$ cat src/rtl/cau_pkg.sv
// ----------------------------------------------------------------------------
// Complex arithmetic unit package
// Widths, operation codes and the word that travels down the pipeline.
// ----------------------------------------------------------------------------
package cau_pkg;

   localparam int WORD_BITS  = 32;
   localparam int FRAC_BITS  = 16;
   localparam int MODE_BITS  = 3;
   localparam int PROD_BITS  = 2 * WORD_BITS;
   localparam int SUM_BITS   = PROD_BITS + 1;
   localparam int VAL_BITS   = SUM_BITS + 1;
   localparam int NUM_BITS   = PROD_BITS + FRAC_BITS;
   localparam int QUO_BITS   = WORD_BITS + 2;
   localparam int ROOT_BITS  = WORD_BITS + 2;
   localparam int RAD_BITS   = 2 * ROOT_BITS;
   localparam int SREM_BITS  = ROOT_BITS + 3;
   localparam int STEP_BITS  = 2;
   localparam int STEPS      = QUO_BITS / STEP_BITS;

   localparam logic [MODE_BITS-1:0] MODE_ADD = 3'd0;
   localparam logic [MODE_BITS-1:0] MODE_SUB = 3'd1;
   localparam logic [MODE_BITS-1:0] MODE_MUL = 3'd2;
   localparam logic [MODE_BITS-1:0] MODE_DIV = 3'd3;
   localparam logic [MODE_BITS-1:0] MODE_MAG = 3'd4;

   typedef struct packed {
      logic                 neg;
      logic                 big;
      logic [PROD_BITS-1:0] rem;
      logic [QUO_BITS-1:0]  low;
      logic [QUO_BITS-1:0]  quo;
   } div_lane_type;

   typedef struct packed {
      logic                       valid;
      logic [MODE_BITS-1:0]       mode;
      logic signed [VAL_BITS-1:0] pre_re;
      logic signed [VAL_BITS-1:0] pre_im;
      logic                       dbz;
      div_lane_type               dre;
      div_lane_type               dim;
      logic [PROD_BITS-1:0]       den;
      logic [RAD_BITS-1:0]        rad;
      logic [SREM_BITS-1:0]       srem;
      logic [ROOT_BITS-1:0]       root;
   } pipe_type;

endpackage

$ cat src/rtl/cau_step.sv
// ----------------------------------------------------------------------------
// Complex arithmetic unit iteration stage
// Two quotient bits for each divider lane and two root bits per stage.
// ----------------------------------------------------------------------------
module cau_step (
   input  logic              clock,
   input  logic              reset,
   input  logic              enable,
   input  cau_pkg::pipe_type in_word,
   output cau_pkg::pipe_type out_word
);
   import cau_pkg::*;

   pipe_type out_ff, out_in;

   function automatic div_lane_type div_bit(div_lane_type l, logic [PROD_BITS-1:0] d);
      div_lane_type        r;
      logic [PROD_BITS:0]  trial;
      trial = {l.rem, l.low[QUO_BITS-1]};
      r     = l;
      r.low = {l.low[QUO_BITS-2:0], 1'b0};
      if (trial >= {1'b0, d}) begin
         r.rem = PROD_BITS'(trial - {1'b0, d});
         r.quo = {l.quo[QUO_BITS-2:0], 1'b1};
      end else begin
         r.rem = trial[PROD_BITS-1:0];
         r.quo = {l.quo[QUO_BITS-2:0], 1'b0};
      end
      return r;
   endfunction

   always_comb begin
      logic [SREM_BITS-1:0] cur;
      logic [SREM_BITS-1:0] trial;
      out_in = in_word;
      for (int k = 0; k < STEP_BITS; k++) begin
         out_in.dre = div_bit(out_in.dre, out_in.den);
         out_in.dim = div_bit(out_in.dim, out_in.den);
         cur   = {out_in.srem[SREM_BITS-3:0], out_in.rad[RAD_BITS-1:RAD_BITS-2]};
         trial = SREM_BITS'({out_in.root, 2'b01});
         out_in.rad = {out_in.rad[RAD_BITS-3:0], 2'b00};
         if (cur >= trial) begin
            out_in.srem = cur - trial;
            out_in.root = {out_in.root[ROOT_BITS-2:0], 1'b1};
         end else begin
            out_in.srem = cur;
            out_in.root = {out_in.root[ROOT_BITS-2:0], 1'b0};
         end
      end
   end

   always_ff @(posedge clock) begin
      if (reset) begin
         out_ff.valid <= 1'b0;
      end else if (enable) begin
         out_ff <= out_in;
      end
   end

   assign out_word = out_ff;

endmodule

$ cat config.mk
export PLATFORM = sky130hd
export DESIGN_NAME = cau_step
export DESIGN_NICKNAME = d
export VERILOG_FILES = /design/src/rtl/cau_pkg.sv /design/src/rtl/cau_step.sv
export SDC_FILE = /design/constraint.sdc
export NUM_CORES = 1
export LEC_CHECK = 0
export ABC_AREA = 1
export CORE_AREA = 2 2 478 480
export DETAILED_ROUTE_END_ITERATION = 10
export DIE_AREA = 0 0 480 482
export DONT_BUFFER_PORTS = 1
export GPL_TIMING_DRIVEN = 0
export MAX_ROUTING_LAYER = met4
export PLACE_DENSITY_LB_ADDON = 0.15
export SYNTH_ARGS = -nofsm -noshare
export SYNTH_HDL_FRONTEND = slang
export SYNTH_SLANG_ARGS = --single-unit
$ cat constraint.sdc
create_clock -name clock -period 31.9 [get_ports clock]
set_input_delay 1.595 -clock clock [delete_from_list [all_inputs] [get_ports clock]]
set_output_delay 1.595 -clock clock [all_outputs]
set_load 0.005 [all_outputs]
=== Word level (Yosys, flattened, before mapping) ===
Index checks and enable logic that the tools add are counted.

* Add/subtract/negate cells: 6
* Multiply operators: 0
* Divide/modulo/power cells: 0
* Order comparisons: 6
* Equality and inequality tests: 0
* Shift-type cells: 0
* Muxes and demuxes: 10
* Bitwise gates (word level): 1
* Reductions and logical operators: 1

{| class="wikitable"
|+ Operators with widths
! cell !! number
|-
| 65-bit by 64-bit >= comparator with 1-bit output || 4
|-
| 64-bit two-way mux || 4
|-
| 64-bit subtractor || 4
|-
| 37-bit by 36-bit >= comparator with 1-bit output || 2
|-
| 71-bit two-way mux || 1
|-
| 69-bit two-way mux || 1
|-
| 37-bit by 36-bit subtractor with 37-bit output || 1
|-
| 35-bit subtractor || 1
|-
| 1-bit two-way mux || 4
|-
| 2-bit AND reduction || 1
|-
| 1-bit inverter || 1
|}

* Register bits after elaboration: 600
* Bits in latches: 0
* Bits in writable memories: 0
* Bits in read-only memories: 0
* Input bits: 611
* Output and inout port bits: 608
* Memories kept: 0

=== Logic depth before layout (Yosys ltp) ===
* Word-level depth: 4
* Gate-level depth with buffers: 36
* Depth with buffers taken out: 34

=== Least setup slack after synthesis ===
OpenSTA, ideal clock, no wires.

* Path kind: input-to-reg
* Start point: input port enable
* End point: register out_ff, in the netlist out_word[0], enable pin
* Data arrival time: 26745 ps
* Required time: 30303 ps
* Slack: 3558 ps
* Stages on the path: 2
* Cells stage by stage: inv_1 > nor2_1

* Word-level cells in the longest chain between the ends: 1

{| class="wikitable"
|+ RTL lines
! what !! RTL line !! text
|-
| start, declared || cau_step.sv:8 || <nowiki>input logic enable,</nowiki>
|-
| 2-bit AND reduction (no line) || n/a ||
|-
| end signal, assigned || cau_step.sv:56 || <nowiki>out_ff <= out_in;</nowiki>
|-
| end, declared || cau_step.sv:14 || <nowiki>pipe_type out_ff, out_in;</nowiki>
|}

No other way between the ends.
A chain may end at the register's enable or synchronous reset.

==> out/results.md <==
| Result | This run | Unit |
| --- | --- | --- |
| Number of flops mapped to enable cells by yosys | 599 | - |
| Synthesized netlist cell count | 5539 | - |
| Final Hold Slack | 0.534 | ns |
| Number of clock buffers inserted by TritonCTS | 77 | - |
| Area contributors post-synth | sky130_fd_sc_hd__edfxtp_1 (41%), sky130_fd_sc_hd__nand2_1 (11%), sky130_fd_sc_hd__ha_1 (9.3%), sky130_fd_sc_hd__inv_1 (6.2%), sky130_fd_sc_hd__a21oi_1 (5.4%) | - |
| Part of the Yosys area used for sequential elements | 0.410 | - |
| Critical Path AT | 8.86 | ns |
| Total power | 3.25 | mW |
| Reg clk slew, reported paths | 0.06 | ns |
| Static Leak | 20.2 | nW |
| Largest incremental delay on the critical path | 0.73 | ns |
| Buf+Inv Stages, Crit Path | 3 | - |
| Relative slew margins | 0.265 | - |
| Final-report setup violation count | 0 | - |
| Vertical die dimension | 482 | um |
| Peak supply drop | 0.0389 | mV |
| Start of the worst register-to-register path | out_word[607] | - |
| Maximum number of pins on one net before global-route repair | 35 | - |
| Post-synth top flop | sky130_fd_sc_hd__edfxtp_1 | - |
| Post-layout net count | 6589 | - |
| Part of the cycle the worst path needs | 0.265 | - |
| Detailed-route DRC error count | 0 | - |
| Wire per inst | 31.2 | um |
| Starting utilization of the core area | 0.194 | - |
| Site Rows | 175 | - |
| Overflow left after global routing | 0 | - |
| Pwr Density | 63.8 | nW/um^2 |
| Post-DRT Antenna Nets | 0 | - |
| # H-tree levels | 3 | - |
| Required @ worst endpoint | 32.31 | ns |
| Buffer cell driving the clock tree root | sky130_fd_sc_hd__clkbuf_16 | - |
| Post-Syn Area per Cell | 7.93 | sq um |
| Worst setup EP type | register | - |
| Share of Yosys cell area claimed by the top area cell type | 0.409 | - |
| PortBufs | 0 | - |
| Start point of the critical path | in_word[163] | - |
| Transition at the pin with the smallest max-transition slack | 1.09 | ns |
| Number of violations reported at the end of detailed-routing iteration 0 | 2951 | - |
| Max-cap violations | 0 | - |
| Die width | 480 | um |
| Instance count after placement with tap cells included | 8576 | - |
| Post-layout util | 0.225 | - |
| Status | complete, no violations | - |
| TritonCTS clock tree | built | - |
| Worst setup SP type | input pin | - |
| Avg Vias per Cell | 4.61 | - |
| Clock latency on the worst-skew pair | 0.72 | ns |
| DR vias | 40600 | - |
| Hpwl dp | 242000 | um |
| Min Tclk post-route | 8.46 | ns |
| Wire length of the first global-routing pass | 355000 | um |
| Cell with the most instances after synthesis | sky130_fd_sc_hd__nand2_1 | - |
| CP max FO | 10 | - |
| Largest buffer count on any clock path | 3 | - |
| Placer congestion estimate | 0.946 | - |
| Top-level port count | 1219 | - |
| Area of the core region | 226000 | sq um |
| Number of hold buffers added after cts | 0 | - |
| Number of antenna violations at the first check in global routing | 116 | - |
| RSZ-0062 raised after global routing | no | - |
| Total of cells resized after clock tree synthesis | 0 | - |
| Hold/Removal Path Class | reg -> reg | - |
| Vias in the first global route | 40500 | - |
| Number of distinct library cells after synthesis | 55 | - |
| Netlist Area Pre-Place | 43900 | sq um |
| Achievable clock frequency | 118 | MHz |
| Cell with the biggest individual delay on the critical path | sky130_fd_sc_hd__o21ai_0 | - |
| DRT Wirelength | 275000 | um |
| Cell type with the largest total area after synthesis | sky130_fd_sc_hd__edfxtp_1 | - |
| Final worst clock skew | 0 | ns |
| Number of flip-flops in the largest register | 600 | - |
| Proportion of layout cells with a drive suffix above 1 | 0.0468 | - |
| Count of yosys warnings during synthesis | 0 | - |
| Post-synthesis sequential element count | 600 | - |
| Number of buffers added for setup after CTS | 0 | - |
| Final number of hold-violating endpoints | 0 | - |
| Post-Place Worst Slack | 22.68 | ns |
| Die area | 231000 | sq um |
| Setup ws final | 23.44 | ns |
| Post-synth ARST share | 0 | - |
| All-layer global routing usage | 0.233 | - |
| Final number of max-transition violations | 0 | - |
| Kind of cell adding the most delay to the critical path | compound AO/OA/AOI/OAI gates | - |
| Layout Area Growth over Synthesis | 16.1 | % |
| Type of the worst setup path | in -> reg | - |
| Critical path's most frequent cell | sky130_fd_sc_hd__nand2_1 | - |
| Detailed-router iteration count before antenna repair | 5 | - |
| Non-Filler Instances | 8806 | - |
| Worst min-delay path startpoint | out_word[607] | - |
| Top cells by count, synth | sky130_fd_sc_hd__nand2_1 (1245), sky130_fd_sc_hd__inv_1 (721), sky130_fd_sc_hd__nor2_1 (614), sky130_fd_sc_hd__edfxtp_1 (599), sky130_fd_sc_hd__a21oi_1 (476) | - |
| Clk sink count | 600 | - |
path summary, 6_finish.rpt:
kind	end	slack, ns	depth (start not counted)
max	out_word[451]	23.44	29
min	out_word[607]	0.53	2
max reg2reg	out_word[607]	31.23	2
min reg2reg	out_word[607]	0.53	2
cell families after synthesis:
family	Yosys count	share of synthesized area
compound gates	1176	0.148
xor+xnor	280	0.0558
fa+ha+maj	332	0.0952
buf+inv	835	0.0763
flops	600	0.410
other cells	1	0.0000854
simple gates	2315	0.215
worst min-delay path: stages (launching register included):
cell and delay, ns:
sky130_fd_sc_hd__dfxtp_1 0.35, sky130_fd_sc_hd__nand2_1 0.08, sky130_fd_sc_hd__a21oi_1 0.05
per-stage QoR:
stage                     setup TNS, ns  area [sq um]
final                                 0         51000
after global routing                  0         50900
after CTS                             0         50800
after detailed placement              0         48200
after global placement         -6358.67         47700
after floorplan                       0         44000
layout make-up:
cell class              instances  area, sq um
fillers                     25300       175000
multi-input cells            4111        22600
flip-flops and latches        600        18000
well taps                    3009         3760
inverters                     747         2800
clock buffers                  96         2040
clock inverters                45          572
plain buffers                  88          548
repair buffers                 21          435
diodes                         89          223
routing by layer:
metal | vias to the layer above | routed length (um) | track usage | share of wire
li1 | 19100 | - | - | -
met1 | 19800 | 108000 | 0.258 | 0.39
met2 | 1476 | 143000 | 0.418 | 0.52
met3 | 235 | 18700 | 0.0594 | 0.068
met4 | 0 | 5040 | 0.0516 | 0.018
met5 | - | 0 | - | 0
cells in the final DEF, fill, tap and decap left out, types with 36 or more instances in the layout:
master | Yosys | layout
sky130_fd_sc_hd__o21bai_1 | 36 | 36
sky130_fd_sc_hd__xnor2_1 | 124 | 124
sky130_fd_sc_hd__nand2_1 | 1245 | 1245
sky130_fd_sc_hd__edfxtp_1 | 599 | 599
sky130_fd_sc_hd__nand4_1 | 36 | 36
sky130_fd_sc_hd__inv_1 | 721 | 721
sky130_fd_sc_hd__buf_2 | 42 | 42
sky130_fd_sc_hd__o21ai_0 | 329 | 329
sky130_fd_sc_hd__nor3_1 | 48 | 48
sky130_fd_sc_hd__o21a_1 | 43 | 43
sky130_fd_sc_hd__nand3_1 | 303 | 303
sky130_fd_sc_hd__clkbuf_16 | 0 | 78
sky130_fd_sc_hd__xor2_1 | 156 | 156
sky130_fd_sc_hd__a31oi_1 | 87 | 87
sky130_fd_sc_hd__ha_1 | 328 | 328
sky130_fd_sc_hd__nor2_1 | 614 | 613
sky130_fd_sc_hd__o21ai_1 | 104 | 104
sky130_fd_sc_hd__diode_2 | 0 | 89
sky130_fd_sc_hd__a21oi_1 | 476 | 476
power by group:
part | total [mW] | switching (mW) | internal, mW
sequential | 1.09 | 0.0932 | 0.994
combinational | 1.24 | 0.881 | 0.355
clock | 0.931 | 0.403 | 0.528
total | 3.25 | 1.38 | 1.88
No activity file was read; power rests on OpenSTA's default activity.
