$ cat src/rtl/cau_pkg.sv
// ----------------------------------------------------------------------------
// Complex arithmetic unit package
// Widths, operation codes and the word that travels down the pipeline.
// ----------------------------------------------------------------------------
package cau_pkg;

   localparam int WORD_BITS  = 32;
   localparam int FRAC_BITS  = 16;
   localparam int MODE_BITS  = 3;
   localparam int PROD_BITS  = 2 * WORD_BITS;
   localparam int SUM_BITS   = PROD_BITS + 1;
   localparam int VAL_BITS   = SUM_BITS + 1;
   localparam int NUM_BITS   = PROD_BITS + FRAC_BITS;
   localparam int QUO_BITS   = WORD_BITS + 2;
   localparam int ROOT_BITS  = WORD_BITS + 2;
   localparam int RAD_BITS   = 2 * ROOT_BITS;
   localparam int SREM_BITS  = ROOT_BITS + 3;
   localparam int STEP_BITS  = 2;
   localparam int STEPS      = QUO_BITS / STEP_BITS;

   localparam logic [MODE_BITS-1:0] MODE_ADD = 3'd0;
   localparam logic [MODE_BITS-1:0] MODE_SUB = 3'd1;
   localparam logic [MODE_BITS-1:0] MODE_MUL = 3'd2;
   localparam logic [MODE_BITS-1:0] MODE_DIV = 3'd3;
   localparam logic [MODE_BITS-1:0] MODE_MAG = 3'd4;

   typedef struct packed {
      logic                 neg;
      logic                 big;
      logic [PROD_BITS-1:0] rem;
      logic [QUO_BITS-1:0]  low;
      logic [QUO_BITS-1:0]  quo;
   } div_lane_type;

   typedef struct packed {
      logic                       valid;
      logic [MODE_BITS-1:0]       mode;
      logic signed [VAL_BITS-1:0] pre_re;
      logic signed [VAL_BITS-1:0] pre_im;
      logic                       dbz;
      div_lane_type               dre;
      div_lane_type               dim;
      logic [PROD_BITS-1:0]       den;
      logic [RAD_BITS-1:0]        rad;
      logic [SREM_BITS-1:0]       srem;
      logic [ROOT_BITS-1:0]       root;
   } pipe_type;

endpackage

$ cat src/rtl/cau_back.sv
// ----------------------------------------------------------------------------
// Complex arithmetic unit back end
// Selects the result of the operation, saturates it and holds the output word.
// ----------------------------------------------------------------------------
module cau_back (
   input  logic                          clock,
   input  logic                          reset,
   input  logic                          enable,
   input  cau_pkg::pipe_type             in_word,
   output logic                          out_valid,
   output logic [cau_pkg::WORD_BITS-1:0] result_real,
   output logic [cau_pkg::WORD_BITS-1:0] result_imag,
   output logic                          overflow,
   output logic                          divide_by_zero
);
   import cau_pkg::*;

   logic                       valid_ff;
   logic [WORD_BITS-1:0]       re_ff, im_ff, re_in, im_in;
   logic                       ovf_ff, dbz_ff, ovf_in, dbz_in;
   logic signed [VAL_BITS-1:0] vre, vim;
   logic                       ore, oim;

   function automatic logic signed [VAL_BITS-1:0] div_value(div_lane_type l);
      logic signed [VAL_BITS-1:0] v;
      v = l.big ? VAL_BITS'(1) <<< QUO_BITS : VAL_BITS'(l.quo);
      return l.neg ? -v : v;
   endfunction

   function automatic logic [WORD_BITS:0] saturate(logic signed [VAL_BITS-1:0] v);
      logic signed [VAL_BITS-1:0] hi, lo;
      hi = (VAL_BITS'(1) <<< (WORD_BITS - 1)) - VAL_BITS'(1);
      lo = -(VAL_BITS'(1) <<< (WORD_BITS - 1));
      if (v > hi) begin
         return {1'b1, hi[WORD_BITS-1:0]};
      end else if (v < lo) begin
         return {1'b1, lo[WORD_BITS-1:0]};
      end
      return {1'b0, v[WORD_BITS-1:0]};
   endfunction

   always_comb begin
      vre    = '0;
      vim    = '0;
      dbz_in = 1'b0;
      case (in_word.mode)
         MODE_ADD, MODE_SUB, MODE_MUL: begin
            vre = in_word.pre_re;
            vim = in_word.pre_im;
         end
         MODE_DIV: begin
            dbz_in = in_word.dbz;
            if (!in_word.dbz) begin
               vre = div_value(in_word.dre);
               vim = div_value(in_word.dim);
            end
         end
         MODE_MAG: begin
            vre = VAL_BITS'(in_word.root);
         end
         default: begin
            vre = '0;
         end
      endcase
      {ore, re_in} = saturate(vre);
      {oim, im_in} = saturate(vim);
      ovf_in = ore | oim;
   end

   always_ff @(posedge clock) begin
      if (reset) begin
         valid_ff <= 1'b0;
      end else if (enable) begin
         valid_ff <= in_word.valid;
      end
   end

   always_ff @(posedge clock) begin
      if (enable) begin
         re_ff  <= re_in;
         im_ff  <= im_in;
         ovf_ff <= ovf_in;
         dbz_ff <= dbz_in;
      end
   end

   assign out_valid      = valid_ff;
   assign result_real    = re_ff;
   assign result_imag    = im_ff;
   assign overflow       = ovf_ff;
   assign divide_by_zero = dbz_ff;

endmodule

$ cat config.mk
export PLATFORM = sky130hd
export DESIGN_NAME = cau_back
export DESIGN_NICKNAME = d
export VERILOG_FILES = /design/src/rtl/cau_pkg.sv /design/src/rtl/cau_back.sv
export SDC_FILE = /design/constraint.sdc
export NUM_CORES = 1
export LEC_CHECK = 0
export BUFFER_PORTS_ARGS = -buffer_cell sky130_fd_sc_hd__buf_2
export CAP_MARGIN = 20
export CORE_AREA = 2 2 265 267
export DETAILED_ROUTE_END_ITERATION = 10
export DIE_AREA = 0 0 267 269
export HOLD_SLACK_MARGIN = 0.02
export SKIP_LAST_GASP = 1
export SLEW_MARGIN = 20
export SYNTH_ARGS = -nofsm -noshare
export SYNTH_HDL_FRONTEND = slang
export SYNTH_SLANG_ARGS = --single-unit
$ cat constraint.sdc
create_clock -name clock -period 4.7 [get_ports clock]
set_input_delay 1.175 -clock clock [delete_from_list [all_inputs] [get_ports clock]]
set_output_delay 1.175 -clock clock [all_outputs]
set_load 0.02 [all_outputs]
Word level (Yosys, flattened, before mapping)
Cells that the tools add are included.
Storage, ports and cells
  bits in registers: 67
  output and inout port bits: 67
  word-level logic and storage cells: 36
Operators by class
  eq/ne operators: 4
  bitwise logic cells: 1
  add/sub/neg operators: 2
  reductions and logical operators: 2
  order comparisons: 4
  multiplexer cells: 18
Operators with widths (number)
  $mux W66: 4
  $mux W33: 6
  $pmux W66 S3: 1
  $gt A66 B32 Y1 const B: 2
  $lt A66 B32 Y1 const B: 2
  $neg A35 Y66: 2
  $pmux W66 S2: 1
  $mux W35: 2
  $eq A3 B2 Y1 const B: 2
  $mux W1: 4
  $eq A3 B1 Y1 const B: 1
  $eq A3 B3 Y1 const B: 1
  $logic_not A3 Y1: 1
  $reduce_or A3 Y1: 1
  $or A1 B1 Y1: 1

Logic depth before layout (Yosys ltp)
Gate-level depths: netlist of the first run.
  depth after elaboration: 10
  mapped depth: 13
  mapped depth without buffers: 10

Worst setup path after synthesis of the first run
No wires, ideal clock.
  path kind: input to register
  from: in in_word[469] (netlist bit)
  to: reg re_ff[0] (netlist: result_real[0]) (data pin)
  buffers on the path: 2
  required time: 4.530 ns
  slack: 0.837 ns
  arrival: 3.694 ns
  stages on the path: 11
  cell sequence: clkbuf_1 -> inv_1 -> clkbuf_1 -> nand2_1 -> ha_1 -> o21ai_1 -> or3_1 -> nor4_1 -> nor2_1 -> o31a_4 -> o32ai_2
On the way
  word-level cells in the longest chain between the ends: 9
RTL lines
  start, declared: RTL line cau_back.sv:9  | input cau_pkg::pipe_type in_word,
  $mux W35 *: RTL line cau_back.sv:26  | v = l.big ? VAL_BITS'(1) <<< QUO_BITS : VAL_BITS'(l.quo);
  $neg A35 Y66: RTL line cau_back.sv:27  | return l.neg ? -v : v;
  $mux W66 *: RTL line cau_back.sv:27
  $mux W66 *: RTL line cau_back.sv:53  | if (!in_word.dbz) begin
  $pmux W66 S3 *: RTL line cau_back.sv:46  | case (in_word.mode)
  $lt A66 B32 Y1: RTL line cau_back.sv:36  | end else if (v < lo) begin
  $mux W1: RTL line cau_back.sv:36
  $mux W1: RTL line cau_back.sv:34  | if (v > hi) begin
  $mux W33 *: RTL line cau_back.sv:39  | return {1'b0, v[WORD_BITS-1:0]};
  via re_in[0]: RTL line cau_back.sv:19  | logic [WORD_BITS-1:0] re_ff, im_ff, re_in, im_in;
  end signal, assigned: RTL line cau_back.sv:80  | re_ff <= re_in;
  end, declared: RTL line cau_back.sv:19
Mark *: on every way through the listed nets, which the timed path passes. The rest lies on a longest branch.
A chain may end at the register's enable or synchronous reset.

Final worst setup path of the first run
  from: in in_word[340] (netlist bit)
  to: reg re_ff[19] (netlist: result_real[19]) (data pin)
The elaborated chain is that of the path after synthesis.

==> metrics.txt, run 1 <==
Leakage=about 3.3 nW; register area share after synthesis=between 30% and 40%; Core Region=between 60000 and 70000 sq um; hold-critical path depth=2; worst skew pair latency=roughly 0.36 ns; die area=71820 sq um; Most used DFF post-synth=edfxtp_1; placer congestion estimate=around 0.9; crit-path max FO=16; slew at the pin closest to its max-slew limit=roughly 0.96 ns; routed via count=roughly 7.7k; clock network fraction of design power=approximately a third; IO buf count=~310; WL/cell=19.47 um; CP endpoint kind=flip-flop; crit path kind=input port to flip-flop; DRT iter0 DRCs=approximately 880; Post-synth EDFFs=66; HP Class=flip-flop to flip-flop; mean post-synth cell area=8.850 sq um; Post-Route Skew=0 ns; CP Depth=9; Synth Warn #=0; status=finished, final reports clean; Worst setup SP type=input port; max cap viols=0; # setup viols final=0; Switching Share=between 30% and 40%; CP Data Arrival Time=4.34 ns; ys async rst share=0%; Top Ports=about 680; Die Span Y=about 270 um; post-layout util=13.36%; Achievable Freq=roughly 230 MHz; GRT overflow=0; setup TNS=0 ns; CP max-delay cell=or4_1; synth unique cells=80; top-count cell post-synth=edfxtp_1; DP Area=a little under 9000 sq um; All-Layer GR Usage=approximately a tenth; fin. max-slew vios=0; Post-DRT Antenna Nets=0; Yosys top cell area share=32.31%; synth cell count leaders=edfxtp_1 (66), o21ai_0 (60), nand2_1 (52); reg2reg end=out_valid; Yosys reg bits=67; total wire length=38.04 mm; final worst path period need=4.260 ns; Gate Count Post-Synth=693; Post-Syn Area=between 6000 and 7000 sq um; crit share post-route=between 90% and 100%; layout cells sized above 1=around two fifths; post-synth top area cell=edfxtp_1; CP endpoint=result_real[19]; CTS tree=yes; VDD IR max=0.1398 mV; Initial Utilization=under 10%; fin area=9261 sq um; Rel. slew slack=36.17%; Rows=97; CTS Root Cell=clkbuf_16; fill cell total of the finished layout=7978; CTS buffer count=9; Final HPWL DP=approximately 32 mm; Final Hold Viols=0; Post-Place Setup Slack=roughly 0.084 ns; PD cells=243.2 nW/um^2; worst path cell trace=buf_2, or4_1, or3_1, o41ai_4, xnor2_1, a221oi_4, and3_1, buf_4, o22ai_1; post_cts resized=0; Net Count, Synth=1306; number of vias per cell=just under 4; Chip Width=about 270 um; Hold-fix buffers, CTS=0; CP Launch Point=in_word[340]; R2R Path Start=out_valid; initial antenna violation count=31; Gate power share=between 30% and 40%; Reg2Reg Setup Slack=4.12 ns; deepest clock path buffer count=2; RSZ-0062 raised after global routing=no; Synth area leaders=edfxtp_1 (32%), o21ai_0 (4.9%), xnor2_1 (4.9%); DR pass1 iterations=9; vias in the first global route=approximately 6.9k; largest net degree at the start of global routing=a little under 60; CP top delay family=simple AND/OR/NAND/NOR gates; CP Data Required Time=roughly 4.8 ns; Multi-input gate area=~3900 sq um; H-tree Lvls=3; setup repair bufs after CTS=0; max incr delay on CP=~0.55 ns; Int Pwr=1.447 mW; Syn-to-layout area delta=51.00%; NumNets Final=~1.6k; worst setup margin=~0.44 ns; Min Hold Slack=about 0.5 ns; CTS sink cnt=67; DRC viols=0; clock slew at the register clock pins of the worst setup and hold paths=0.06 ns; flip-flop and latch area=roughly 2000 sq um; cell depth of the worst flop-to-flop path=2; NetSw=0.8058 mW; worst path bufs/invs=2; Reg power frac=between 30% and 40%; first-pass GRT wire length=50.87 mm
flip-flops by register name (all words and copies together), names as in the netlist:
name	count
result_real	32
result_imag	32
overflow	1
divide_by_zero	1
out_valid	1
cell usage in the layout, fill, tap and decap left out, types with 6 or more instances in the layout:
master,instances
nand2b_1,10
o31ai_1,16
nand4_1,23
nor3_1,19
nand3_1,12
a21o_1,11
a21oi_1,25
diode_2,8
nand2_1,52
xnor2_1,34
nor4_1,31
mux2i_1,7
inv_1,8
nand4b_1,6
o21ai_0,59
buf_2,311
buf_4,38
nor2_1,30
a22oi_1,30
or4_1,14
edfxtp_1,66
o22ai_1,22
a222oi_1,20
clkbuf_16,9
nor2b_1,18
cells by family (layout without fill, tap and decap cells):
logic type	after synthesis	in the layout	share of synthesized area, %
AOI/OAI and AO/OA	262	262	31.23
and+or+nand+nor	252	252	23.54
DFF	67	67	32.64
buffers and inverters	60	373	4.733
xor gates and xnor gates	39	39	5.569
muxes	11	11	1.877
adders and majority gates	2	2	0.4079
other	0	8	0
power groups by stage:
stage / Combinational (mW) / Sequential, mW / Clock (mW)
final: 0.749 / 0.762 / 0.741
after global routing: 0.809 / 0.770 / 0.789
after CTS: 0.748 / 0.763 / 0.773
after detailed placement: 0.746 / 0.776 / 0
after global placement: 0.744 / 0.774 / 0
after floorplan: 0.280 / 0.873 / 0
worst min-delay path by stage:
| stage | from | end | slack [ns] |
|---|---|---|---|
| floorplan | out_valid | out_valid | 0.58 |
| global placement | out_valid | out_valid | 0.48 |
| detailed placement | out_valid | out_valid | 0.50 |
| CTS | out_valid | out_valid | 0.51 |
| global route | out_valid | out_valid | 0.55 |
| finish | out_valid | out_valid | 0.50 |
routing by layer:
layer / track usage [%] / wire length (um) / up-vias
li1: - / - / 3474
met1: 13.73 / 16480 / 3661
met2: 13.87 / 15060 / 486
met3: 5.452 / 5792 / 66
met4: 2.004 / 405 / 46
met5: 0 / 299 / -
tightest hold or removal path: cells and delay by family (launching register included):
kind	cells	cell delay, ns
mux	1	0.06
flops	1	0.32
simple gates	1	0.08
final cells by class:
cell class                 instances  area share (%)
antenna                            8          0.2162
clock inverter                     6          0.7836
inverter                           8          0.3242
sequential                        67           21.62
clock buffer                      10           2.580
multi-input combinational        566           41.89
timing repair buffer             349           19.89
tap                              940           12.70
through the flow:
| step | total power [mW] | cells |
|---|---|---|
| 2_1_floorplan | 1.153 | 693 |
| 3_3_place_gp | 1.517 | 1930 |
| 3_5_place_dp | 1.521 | 1930 |
| 4_1_cts | 2.285 | 1946 |
| 5_1_grt | 2.368 | 1948 |
| 6_report | 2.252 | 1954 |
Note: power is estimated with default switching activity, not from simulation.
==> run 2: changes to the inputs <==
CORE_AREA = 3 3 266 268   (was 2 2 265 267)
DIE_AREA = 0 0 269 271   (was 0 0 267 269)
GPL_ROUTABILITY_DRIVEN = 0   (was not set)
==> run 2 against run 1 <==
Net effect:
- clock skew stayed put
- fmax is 5.3% higher
- design area is 0.41% higher
- register-to-register slack hardly changed
- final cell count is 0.20% lower
- non-clock buffer count is 1 higher
- sequential share of layout area is 0.087 points lower
- worst setup slack better by 0.21 ns
- critical path type unchanged
- largest cell class unchanged
==> metrics.txt, run 2 (synthesized netlist as in run 1, its figures left out) <==
CP top delay family=simple AND/OR/NAND/NOR gates; Rel. slew slack=between 40 and 50%; Hold-fix buffers, CTS=0; Die Span Y=271 um; R2R Path Start=out_valid; CTS buffer count=9; final worst path period need=a little over 4 ns; routed via count=about 7.5k; DR pass1 iterations=6; vias in the first global route=~7k; layout cells sized above 1=between 30 and 40%; total wire length=~38 mm; RSZ-0062 raised after global routing=no; CP endpoint kind=flip-flop; Achievable Freq=approximately 250 MHz; reg2reg end=out_valid; cell depth of the worst flop-to-flop path=2; largest net degree at the start of global routing=57; DRT iter0 DRCs=651; Reg2Reg Setup Slack=approximately 4.1 ns; Initial Utilization=under 10%; post-layout util=a little over an eighth; CP Depth=8; WL/cell=19.42 um; Top Ports=roughly 680; H-tree Lvls=3; Pwr Total=approximately 2.3 mW; Worst setup SP type=input port; setup TNS=0 ns; crit-path max FO=25; Final Hold Viols=0; Post-DRT Antenna Nets=0; All-Layer GR Usage=about a tenth; commonest cells after routing, fill and taps aside=buf_2 (311), edfxtp_1 (66), o21ai_0 (59), nand2_1 (52), buf_4 (37); setup repair bufs after CTS=0; NumNets Final=around 1.6k; first-pass GRT wire length=50.85 mm; slew at the pin closest to its max-slew limit=0.8512 ns; deepest clock path buffer count=2; PD cells=around 240 nW/um^2; fin. max-slew vios=0; CP Data Arrival Time=between 4 and 5 ns; hold-critical path depth=2; Final HPWL DP=about 32 mm; worst skew pair latency=~0.35 ns; Post-Route Skew=0 ns; status=finished, final reports clean; CTS sink cnt=67; worst setup margin=around 0.65 ns; Hold Crit Start=out_valid; Rows=96; post_cts resized=0; crit share post-route=between 80% and 90%; CP Data Required Time=approximately 4.8 ns; IO buf count=312; CP max-delay cell=or4_1; crit path kind=input port to flip-flop; # setup viols final=0; die area=72900 sq um; CP endpoint=result_real[4]; most common cell after layout, fill and taps aside=buf_2; most used cell, CP=or4_1; worst path cell trace=buf_2, or4_1, or3_1, or4_1, nand3_1, o2111ai_2, o31a_4, o22ai_1; HP Class=flip-flop to flip-flop; GRT overflow=0; Switching Share=around a third; Syn-to-layout area delta=51.61%; Core Region=about 69000 sq um; clock network fraction of design power=33.2%; Leakage=around 3.3 nW; CTS Root Cell=clkbuf_16; NetSw=~0.8 mW; max cap viols=0; CTS tree=yes; clock slew at the register clock pins of the worst setup and hold paths=0.06 ns; Chip Width=between 200 and 300 um; max incr delay on CP=just over 0.6 ns; number of vias per cell=between 3 and 4; initial antenna violation count=42; Gate power share=about a third; VDD IR max=0.1822 mV; Int Pwr=1.470 mW; CP Launch Point=in_word[340]; Post-Place Setup Slack=~0.35 ns; worst path bufs/invs=1; Reg power frac=~34%; DRC viols=0
[run 2: cell types whose count changed in the layout (fill, tap and decap cells not counted), sizes merged]
cell | previous run | this run
buf | 349 | 350
clkinvlp | 1 | 0
clkbuf | 10 | 11
inv | 9 | 12
clkinv | 3 | 0
diode | 8 | 12
[run 2: metal layers]
metal	part of all wire [%]	track usage, %	vias up
li1	-	-	3484
met1	46	13.42	3538
met2	40	13.95	382
met3	13	5.029	57
met4	1.0	2.084	32
met5	0.51	0	-
[run 2: metrics by stage]
| step | hold WS, ns | instances | area, sq um |
|---|---|---|---|
| global placement | 0.4787 | 1922 | 8951 |
| detailed placement | 0.4793 | 1922 | 8951 |
| global route | 0.5413 | 1941 | 9276 |
| floorplan | 0.5788 | 693 | 6133 |
| finish | 0.4869 | 1950 | 9299 |
| CTS | 0.4940 | 1938 | 9269 |
[run 2: how the worst min path moves through the flow]
stage,end,slack [ns]
5_1_grt,out_valid,0.54
4_1_cts,out_valid,0.49
6_report,out_valid,0.49
3_3_place_gp,out_valid,0.48
3_5_place_dp,out_valid,0.48
2_1_floorplan,out_valid,0.58
[run 2: cell type report]
cell class / count / area [sq um]
Multi-Input combinational cell: 566 / 3880
Fill cell: 7852 / 59290
Clock buffer: 11 / 252.7
Inverter: 8 / 30.03
Tap cell: 931 / 1165
Antenna cell: 12 / 30.03
Timing Repair Buffer: 350 / 1874
Clock inverter: 5 / 65.06
Sequential cell: 67 / 2002
[run 2: worst register-to-register path, cell delays in order, from the launching register on]
cell and delay, ns:
dfxtp_1 0.30, mux2i_1 0.12, nor2_1 0.05
[run 2: power by group through the flow]
stage	clock network [mW]	registers, mW	logic (mW)
after floorplan	0	0.873	0.280
after global placement	0	0.775	0.750
after detailed placement	0	0.776	0.753
after CTS	0.789	0.764	0.755
after global routing	0.800	0.771	0.815
final	0.755	0.763	0.756
==> run 3: changes to the inputs <==
CORE_AREA = 3 3 263 265   (was 3 3 266 268)
DIE_AREA = 0 0 266 268   (was 0 0 269 271)
clock period = 4.8 ns   (was 4.7 ns; I/O delays follow)
==> run 3 against run 2 <==
Net effect:
- routed wire length fell by 1.9%
- critical path type unchanged
- clock power is 2% lower
- power down 2.2%
- count of clock-buffer cells in the layout down 2
- sequential power decreased by 2%
- register-to-register slack better by 0.10 ns
==> metrics.txt, run 3 (synthesized netlist as in run 1, its figures left out) <==
All-Layer GR Usage=slightly below 10%; slew at the pin closest to its max-slew limit=0.8174 ns; setup TNS=0 ns; CTS tree=yes; Post-Route Skew=0 ns; worst skew pair latency=between 0.3 and 0.4 ns; CP Data Required Time=roughly 4.9 ns; IO buf count=approximately 310; VDD IR max=~0.19 mV; first-pass GRT wire length=about 50 mm; DR pass1 iterations=6; Die Span Y=approximately 270 um; crit path kind=input port to flip-flop; Initial Utilization=a little under a tenth; DRC viols=0; hold-critical path depth=2; PD cells=between 200 and 250 nW/um^2; die area=between 70000 and 80000 sq um; post_cts resized=0; Final Hold Viols=0; CTS Root Cell=clkbuf_16; Hold-fix buffers, CTS=0; RSZ-0062 raised after global routing=no; CP endpoint kind=flip-flop; final worst path period need=between 4 and 5 ns; CTS sink cnt=between 60 and 70; clock slew at the register clock pins of the worst setup and hold paths=around 0.070 ns; status=finished, final reports clean; max cap viols=0; Achievable Freq=about 240 MHz; Reg2Reg Setup Slack=between 4 and 5 ns; largest net degree at the start of global routing=54; Multi-input gate area=around 3900 sq um; initial antenna violation count=31; setup repair bufs after CTS=0; vias in the first global route=6899; Worst setup SP type=input port; # setup viols final=0; Rows=between 90 and 100; number of vias per cell=3.944; most common cell after layout, fill and taps aside=buf_2; Final HPWL DP=roughly 31 mm; Leakage=between 3 and 4 nW; layout cells sized above 1=38.82%; NumNets Final=1610; deepest clock path buffer count=2; HP Class=flip-flop to flip-flop; Hold Crit Start=out_valid; Syn-to-layout area delta=49.65%; WL/cell=19.67 um; flip-flop and latch area=2002 sq um; R2R Path Start=out_valid; Core Region=about 67000 sq um; Rel. slew slack=45.27%; CTS buffer count=9; post-layout util=13.69%; H-tree Lvls=3; routed via count=roughly 7.4k; DRT iter0 DRCs=856; Hold Path Sink=out_valid; cell depth of the worst flop-to-flop path=2; CP Data Arrival Time=4.25 ns; Top Ports=678; Post-DRT Antenna Nets=0; commonest cells after routing, fill and taps aside=buf_2 (311), edfxtp_1 (66), o21ai_0 (59), nand2_1 (52), xnor2_1 (34); crit-path max FO=25; reg2reg end=out_valid; crit share post-route=between 80% and 90%; fill cell total of the finished layout=7735; GRT overflow=0; Chip Width=approximately 270 um; fin. max-slew vios=0; total wire length=roughly 37 mm
run 3: final cells by class:
type / count / share of cell area, %
antenna: 13 / 0.3544
sequential: 67 / 21.81
clock buffer: 9 / 2.454
clock inverter: 7 / 0.8724
inverter: 8 / 0.3272
tap: 873 / 11.90
multi-input combinational: 566 / 42.27
timing repair buffer: 345 / 20.01
run 3: routing by layer:
layer	vias up	global-route usage, %	share of wire (%)
li1	3472	-	-
met1	3513	13.71	46
met4	28	2.475	1.1
met3	45	4.413	12
met2	389	13.92	40
met5	-	0	0.46
run 3: per-stage QoR:
| step | cell area (sq um) | hold slack, ns | instances | worst slack [ns] | total power [mW] |
|---|---|---|---|---|---|
| after CTS | 9146 | 0.4973 | 1875 | 0.6898 | 2.257 |
| after detailed placement | 8841 | 0.4811 | 1859 | 0.2924 | 1.493 |
| after global placement | 8841 | 0.4778 | 1859 | 0.3217 | 1.489 |
| after global routing | 9154 | 0.5264 | 1878 | 0.4527 | 2.333 |
| after floorplan | 6133 | 0.5788 | 693 | 0.9118 | 1.129 |
| final | 9179 | 0.4886 | 1888 | 0.6206 | 2.222 |
run 3: worst max path at each step:
stage,from,endpoint,slack (ns)
4_1_cts,in_word[348],result_real[4],0.69
3_3_place_gp,in_word[348],result_real[4],0.32
2_1_floorplan,in_word[469],result_real[0],0.91
3_5_place_dp,in_word[348],result_real[4],0.29
6_report,in_word[348],result_real[25],0.62
5_1_grt,in_word[348],result_real[25],0.45
run 3: where the power goes:
part           switching [mW]  total (mW)  leakage, nW  internal (mW)
Combinational           0.465       0.732         2.47          0.267
Clock                   0.330       0.743        0.149          0.412
Sequential             0.0160       0.748        0.660          0.732
run 3: critical path, cell delays in order:
cell,delay (ns)
buf_2,0.11
nor4_1,0.68
nand4b_1,0.54
o41ai_4,0.47
xnor2_1,0.19
a221oi_4,0.40
o31a_4,0.43
o22ai_1,0.21
